==> src/sv/vrc_pkg.sv <==
package vrc_pkg;

    // grid and counter sizing
    localparam int GRID_X      = 64;
    localparam int GRID_Y      = 64;
    localparam int GRID_Z      = 16;
    localparam int MAX_STEPS   = 256;
    localparam int COUNT_WIDTH = 16;

    localparam int NVOX    = GRID_X * GRID_Y * GRID_Z;
    localparam int VOX_W   = $clog2(NVOX);
    localparam int EDGE_W  = 25;
    localparam int CRD_W   = 36;
    localparam int NUM_W   = 50;
    localparam int DEN_W   = 41;
    localparam int Q_W     = NUM_W + 1;
    localparam int MAG_W   = 18;
    localparam int DIST_W  = EDGE_W + $clog2(MAX_STEPS + 2);
    localparam int PROD_W  = DIST_W + MAG_W;
    localparam int STEP_W  = $clog2(MAX_STEPS + 1);
    localparam int CNTX_W  = (STEP_W > 9) ? STEP_W : 9;
    localparam int SUM_W   = COUNT_WIDTH + 2;
    localparam int RATIO_W = 17;
    localparam int CFG_IDX_W = 3;

    localparam logic signed [17:0] NO_SCORE = -18'sd65536;

    typedef enum logic [2:0] {
        JOB_CX, JOB_CY, JOB_CZ, JOB_TX, JOB_TY, JOB_TZ, JOB_RATIO
    } t_job;

    typedef enum logic [1:0] {
        PAIR_XY, PAIR_XZ, PAIR_YZ
    } t_pair;

    typedef enum logic [1:0] {
        OK_CARVE, OK_NOSCORE, OK_ZERO, OK_RATIO
    } t_okind;

    typedef enum logic [1:0] {
        LBL_NONE, LBL_STATIC, LBL_DYNAMIC
    } t_label;

    typedef enum logic [CFG_IDX_W-1:0] {
        CFG_GX, CFG_GY, CFG_GZ, CFG_EDGE, CFG_THR
    } t_cfg_idx;

    typedef struct packed {
        logic             clr_we;
        logic [VOX_W-1:0] clr_addr;
        logic             latch_in;
        logic             prep;
        logic             div_start;
        logic             div_store;
        t_job             job;
        logic             init_march;
        logic             mul;
        logic             cmp;
        t_pair            pair;
        logic             advance;
        logic             rd;
        logic             use_t;
        logic             wr;
        logic             count_inc;
        logic             out_load;
        t_okind           okind;
    } t_cmd;

    typedef struct packed {
        logic div_done;
        logic func;
        logic hit;
        logic same;
        logic c_in;
        logic t_in;
        logic total_zero;
        logic step_last;
    } t_sts;

endpackage

==> src/sv/vrc_ctrl.sv <==
module vrc_ctrl (
    input  logic          i_clk,
    input  logic          i_rst_n,
    input  logic          i_valid,
    output logic          o_ready,
    output logic          o_valid,
    input  logic          i_ready,
    input  vrc_pkg::t_sts i_sts,
    output vrc_pkg::t_cmd o_cmd
);
    import vrc_pkg::*;

    typedef enum logic [3:0] {
        S_CLEAR, S_IDLE, S_PREP, S_DIVGO, S_DIVW, S_DECIDE, S_INIT, S_MUL,
        S_CMP, S_ADV, S_CHK, S_RD, S_WR, S_CLS, S_FIN
    } t_state;

    typedef enum logic [1:0] {
        MODE_SAME, MODE_MARCH, MODE_CLS
    } t_mode;

    t_state           r_state, n_state;
    logic [VOX_W-1:0] r_clr, n_clr;
    t_job             r_job, n_job;
    t_pair            r_pair, n_pair;
    t_mode            r_mode, n_mode;
    t_okind           r_okind, n_okind;
    logic             r_ovalid, n_ovalid;

    always_comb begin
        n_state  = r_state;
        n_clr    = r_clr;
        n_job    = r_job;
        n_pair   = r_pair;
        n_mode   = r_mode;
        n_okind  = r_okind;
        o_cmd    = '0;
        o_cmd.job  = r_job;
        o_cmd.pair = r_pair;
        unique case (r_state)
            S_CLEAR: begin
                o_cmd.clr_we   = 1'b1;
                o_cmd.clr_addr = r_clr;
                n_clr          = r_clr + VOX_W'(1);
                if (r_clr == VOX_W'(NVOX - 1)) begin
                    n_state = S_IDLE;
                end
            end
            S_IDLE: begin
                if (i_valid) begin
                    o_cmd.latch_in = 1'b1;
                    n_state        = S_PREP;
                end
            end
            S_PREP: begin
                o_cmd.prep = 1'b1;
                n_job      = JOB_CX;
                n_state    = S_DIVGO;
            end
            S_DIVGO: begin
                o_cmd.div_start = 1'b1;
                n_state         = S_DIVW;
            end
            S_DIVW: begin
                o_cmd.div_store = 1'b1;
                if (i_sts.div_done) begin
                    if (r_job == JOB_TZ) begin
                        n_state = S_DECIDE;
                    end else if (r_job == JOB_RATIO) begin
                        n_okind = OK_RATIO;
                        n_state = S_FIN;
                    end else begin
                        n_job   = t_job'(r_job + 3'd1);
                        n_state = S_DIVGO;
                    end
                end
            end
            S_DECIDE: begin
                if (i_sts.func) begin
                    if (i_sts.hit && i_sts.t_in) begin
                        n_mode  = MODE_CLS;
                        n_state = S_RD;
                    end else begin
                        n_okind = OK_NOSCORE;
                        n_state = S_FIN;
                    end
                end else if (i_sts.same) begin
                    if (i_sts.hit && i_sts.c_in) begin
                        n_mode  = MODE_SAME;
                        n_state = S_RD;
                    end else begin
                        n_okind = OK_CARVE;
                        n_state = S_FIN;
                    end
                end else begin
                    n_mode  = MODE_MARCH;
                    n_state = S_INIT;
                end
            end
            S_INIT: begin
                o_cmd.init_march = 1'b1;
                n_pair           = PAIR_XY;
                n_state          = S_MUL;
            end
            S_MUL: begin
                o_cmd.mul = 1'b1;
                n_state   = S_CMP;
            end
            S_CMP: begin
                o_cmd.cmp = 1'b1;
                if (r_pair == PAIR_YZ) begin
                    n_state = S_ADV;
                end else begin
                    n_pair  = t_pair'(r_pair + 2'd1);
                    n_state = S_MUL;
                end
            end
            S_ADV: begin
                o_cmd.advance = 1'b1;
                n_state       = S_CHK;
            end
            S_CHK: begin
                if (!i_sts.c_in) begin
                    n_okind = OK_CARVE;
                    n_state = S_FIN;
                end else begin
                    n_state = S_RD;
                end
            end
            S_RD: begin
                o_cmd.rd    = 1'b1;
                o_cmd.use_t = (r_mode == MODE_CLS);
                n_state     = (r_mode == MODE_CLS) ? S_CLS : S_WR;
            end
            S_WR: begin
                o_cmd.wr        = 1'b1;
                o_cmd.count_inc = (r_mode == MODE_MARCH);
                if (i_sts.same || i_sts.step_last) begin
                    n_okind = OK_CARVE;
                    n_state = S_FIN;
                end else begin
                    n_pair  = PAIR_XY;
                    n_state = S_MUL;
                end
            end
            S_CLS: begin
                if (i_sts.total_zero) begin
                    n_okind = OK_ZERO;
                    n_state = S_FIN;
                end else begin
                    n_job   = JOB_RATIO;
                    n_state = S_DIVGO;
                end
            end
            S_FIN: begin
                o_cmd.okind = r_okind;
                if (!r_ovalid || i_ready) begin
                    o_cmd.out_load = 1'b1;
                    n_state        = S_IDLE;
                end
            end
            default: n_state = S_IDLE;
        endcase

        n_ovalid = r_ovalid;
        if (o_cmd.out_load) begin
            n_ovalid = 1'b1;
        end else if (i_ready) begin
            n_ovalid = 1'b0;
        end
    end

    always_ff @(posedge i_clk) begin
        if (!i_rst_n) begin
            r_state  <= S_CLEAR;
            r_clr    <= '0;
            r_job    <= JOB_CX;
            r_pair   <= PAIR_XY;
            r_mode   <= MODE_SAME;
            r_okind  <= OK_CARVE;
            r_ovalid <= 1'b0;
        end else begin
            r_state  <= n_state;
            r_clr    <= n_clr;
            r_job    <= n_job;
            r_pair   <= n_pair;
            r_mode   <= n_mode;
            r_okind  <= n_okind;
            r_ovalid <= n_ovalid;
        end
    end

    assign o_ready = (r_state == S_IDLE);
    assign o_valid = r_ovalid;
endmodule

==> config.mk <==
export PLATFORM = sky130hd
export DESIGN_NAME = vrc_ctrl
export DESIGN_NICKNAME = d
export VERILOG_FILES = /design/src/sv/vrc_pkg.sv /design/src/sv/vrc_ctrl.sv
export SDC_FILE = /design/constraint.sdc
export NUM_CORES = 1
export LEC_CHECK = 0
export BUFFER_PORTS_ARGS = -buffer_cell sky130_fd_sc_hd__buf_4
export CORE_UTILIZATION = 55
export DETAILED_ROUTE_END_ITERATION = 6
export PLACE_DENSITY = 0.86
export SKIP_LAST_GASP = 1
export SYNTH_ARGS = -nofsm -noshare
export SYNTH_HDL_FRONTEND = slang
export SYNTH_SLANG_ARGS = --single-unit
==> constraint.sdc <==
create_clock -name i_clk -period 4.3 [get_ports i_clk]
set_input_delay 0.645 -clock i_clk [delete_from_list [all_inputs] [get_ports i_clk]]
set_output_delay 0.645 -clock i_clk [all_outputs]
set_load 0.01 [all_outputs]
==> out/qor.yml <==
start_util_pct: 57.6
p_per_area_nw_per_um2: 403
drive_gt1_share_pct: 21.4
hold_start: "r_mode[1]$_SDFFE_PN0P_"
crit_slowest_cell: "nor4_4"
fin_cells: 357
slowest_delay_ns: 1.02
clkSinkCount: 30
hold_viol: 0
die_area_um2: 4110
path_max_fanout: 27
clock_latency_ns: 0.29
worstSetupPathType: "register to output port"
timing_max_transition_violations_final: 0
setup_ws_ns: 1.38
htreeDepth: 2
syn_area_per_cell_um2: 7.95
required_ns: 3.65
cts-buffers-inserted: 5
num_vias: 2030
ios: 51
cts_setup_buffers: 0
synth-main-ff-cell: "dfxtp_1"
num_antenna_cells: 0
drtPass1Iterations: 5
skew_ns: 0.0114
drtIter0Drc: 119
status: "finished, final reports clean"
synth-edff-count: 0
worstMarginPinSlew_ns: 1.07
root_buffer: "clkbuf_8"
grt_first_pass_wirelength_mm: 8.27
leakage_nw: 1.11
first_global_vias: 1776
netlist.area_leader.share_pct: 28.3
whs_ns: 0.515
setup_viol: 0
layout-area-overhead-vs-synth_pct: 23.4
core_area_um2: 3690
floorplan.rows: 22
synthTopCellsByArea: "dfxtp_1 (28%), and2_1 (11%), nor2_1 (3.7%)"
rsz0062_at_grt: "false"
die_h_um: 64.1
cts_tree: "done"
cp_data_arrival_time_ns: 2.27
yosys-top-cells-count: "and2_1 (36), dfxtp_1 (30), nor2_1 (21)"
yosysMostFrequentCell: "and2_1"
synth_seq_area_share_pct: 28.3
synth_area_leader_cell: "dfxtp_1"
layout_min_cycle_time_ns: 2.92
cp_cell_sequence: "nor4_4 > and2_1 > buf_4"
clk_pin_slew_ns: 0.07
antenna_found_initial: 0
wl_per_cell_um: 13.8
via_per_inst: 5.69
async_flop_share_pct: 0
postCtsHoldBufs: 0
io_buffers: 50
syn_inst: 267
grt_usage_pct: 25.7
vdd_drop_max_uv: 247
synth_area_um2: 2120
start_kind: "register"
worstReg2RegStart: "r_state[3]$_SDFFE_PN0P_"
tns_ns: 0
postSynthNetCount: 284
maxCapViolCount: 0
synth_warnings: 0
dp.cells: 349
period_share_pct: 67.9
crit_start: "r_state[3]$_SDFFE_PN0P_"
drc: 0
dp.final_hpwl_mm: 3.40
slew_headroom_pct: 28.1
dp_slack_ns: 1.72
clockBufferDepth: 2
fin_area_um2: 2620
grt_overflow_total: 0
die_w_um: 64.1
hold_class: "register to register"
finalPower_mw: 1.06
wl_mm: 4.94
nets: 325
end_kind: "output port"
postPlaceCellArea_um2: 2480
cts_resized: 0
gp_congestion: 0.858
ant_nets: 0
final_util_pct: 71.0
synth_cell_type_count: 57
max_clock_freq_mhz: 343
grt_max_degree: 32
ys_ff_latch: 30
[final cells by class]
cell class / instances / area (um^2)
Multi-Input combinational cell: 214 / 1420
Inverter: 7 / 26.3
Clock buffer: 6 / 82.6
Sequential cell: 30 / 601
Tap cell: 48 / 60.1
Timing Repair Buffer: 50 / 375
Clock inverter: 2 / 60.1
Fill cell: 320 / 1070
[layout by cell type (no fill, tap or decap), types with 3 or more instances in the layout]
| cell type | n |
|---|---|
| buf_4 | 50 |
| and2_1 | 36 |
| dfxtp_1 | 30 |
| nor2_1 | 21 |
| nand2_1 | 16 |
| o21ai_0 | 11 |
| nand2b_1 | 10 |
| nor3_1 | 10 |
| nor2b_1 | 9 |
| xnor2_1 | 8 |
| inv_1 | 7 |
| nand3_1 | 7 |
| xor2_1 | 6 |
| a21oi_1 | 6 |
| clkbuf_8 | 6 |
| a21boi_0 | 5 |
| ha_1 | 5 |
| nand4_1 | 4 |
| o21a_1 | 4 |
| and3_1 | 3 |
| nand3b_1 | 3 |
| o21ai_1 | 3 |
| a21o_1 | 3 |
[sequential cells by signal (all words and copies together), names as in the netlist]
register  cells
r_okind       2
r_clr        16
r_state       4
o_valid       1
r_job         3
r_mode        2
r_pair        2
[cells by family after synthesis]
| kind of cell | count (synthesis) | share of synthesized area [%] |
|---|---|---|
| AOI/OAI and AO/OA | 55 | 18.7 |
| muxes | 2 | 0.943 |
| and+or+nand+nor | 138 | 38.3 |
| buffers and inverters | 23 | 5.07 |
| adders and majority gates | 5 | 2.95 |
| DFF | 30 | 28.3 |
| xor gates and xnor gates | 14 | 5.78 |
[layer usage]
layer | track usage [%] | up-vias | part of all wire (%)
li1 | - | 1018 | -
met1 | 35.1 | 919 | 48
met2 | 39.6 | 84 | 44
met3 | 4.64 | 9 | 6.4
met4 | 11.1 | 0 | 1.8
met5 | 0 | - | 0
[worst max-delay path, delay by kind of cell (launching register included)]
kind | cells | cell delay, ns
flops | 1 | 0.57
simple gates | 2 | 1.28
buf+inv | 1 | 0.13
[path summary, 6_finish.rpt]
path / end / slack (ns) / cells after the start
setup / recovery: o_cmd[22] / 1.38 / 3
hold / removal: r_mode[1]$_SDFFE_PN0P_ / 0.51 / 2
setup reg to reg: r_clr[15]$_SDFFE_PN0N_ / 1.70 / 5
hold reg to reg: r_mode[1]$_SDFFE_PN0P_ / 0.51 / 2
[power breakdown]
part           leakage [nW]  switching, mW  internal, mW
clock                0.0714          0.117         0.247
sequential            0.242         0.0662         0.298
combinational         0.796          0.179         0.148
Power figures use the tool's default switching activity.
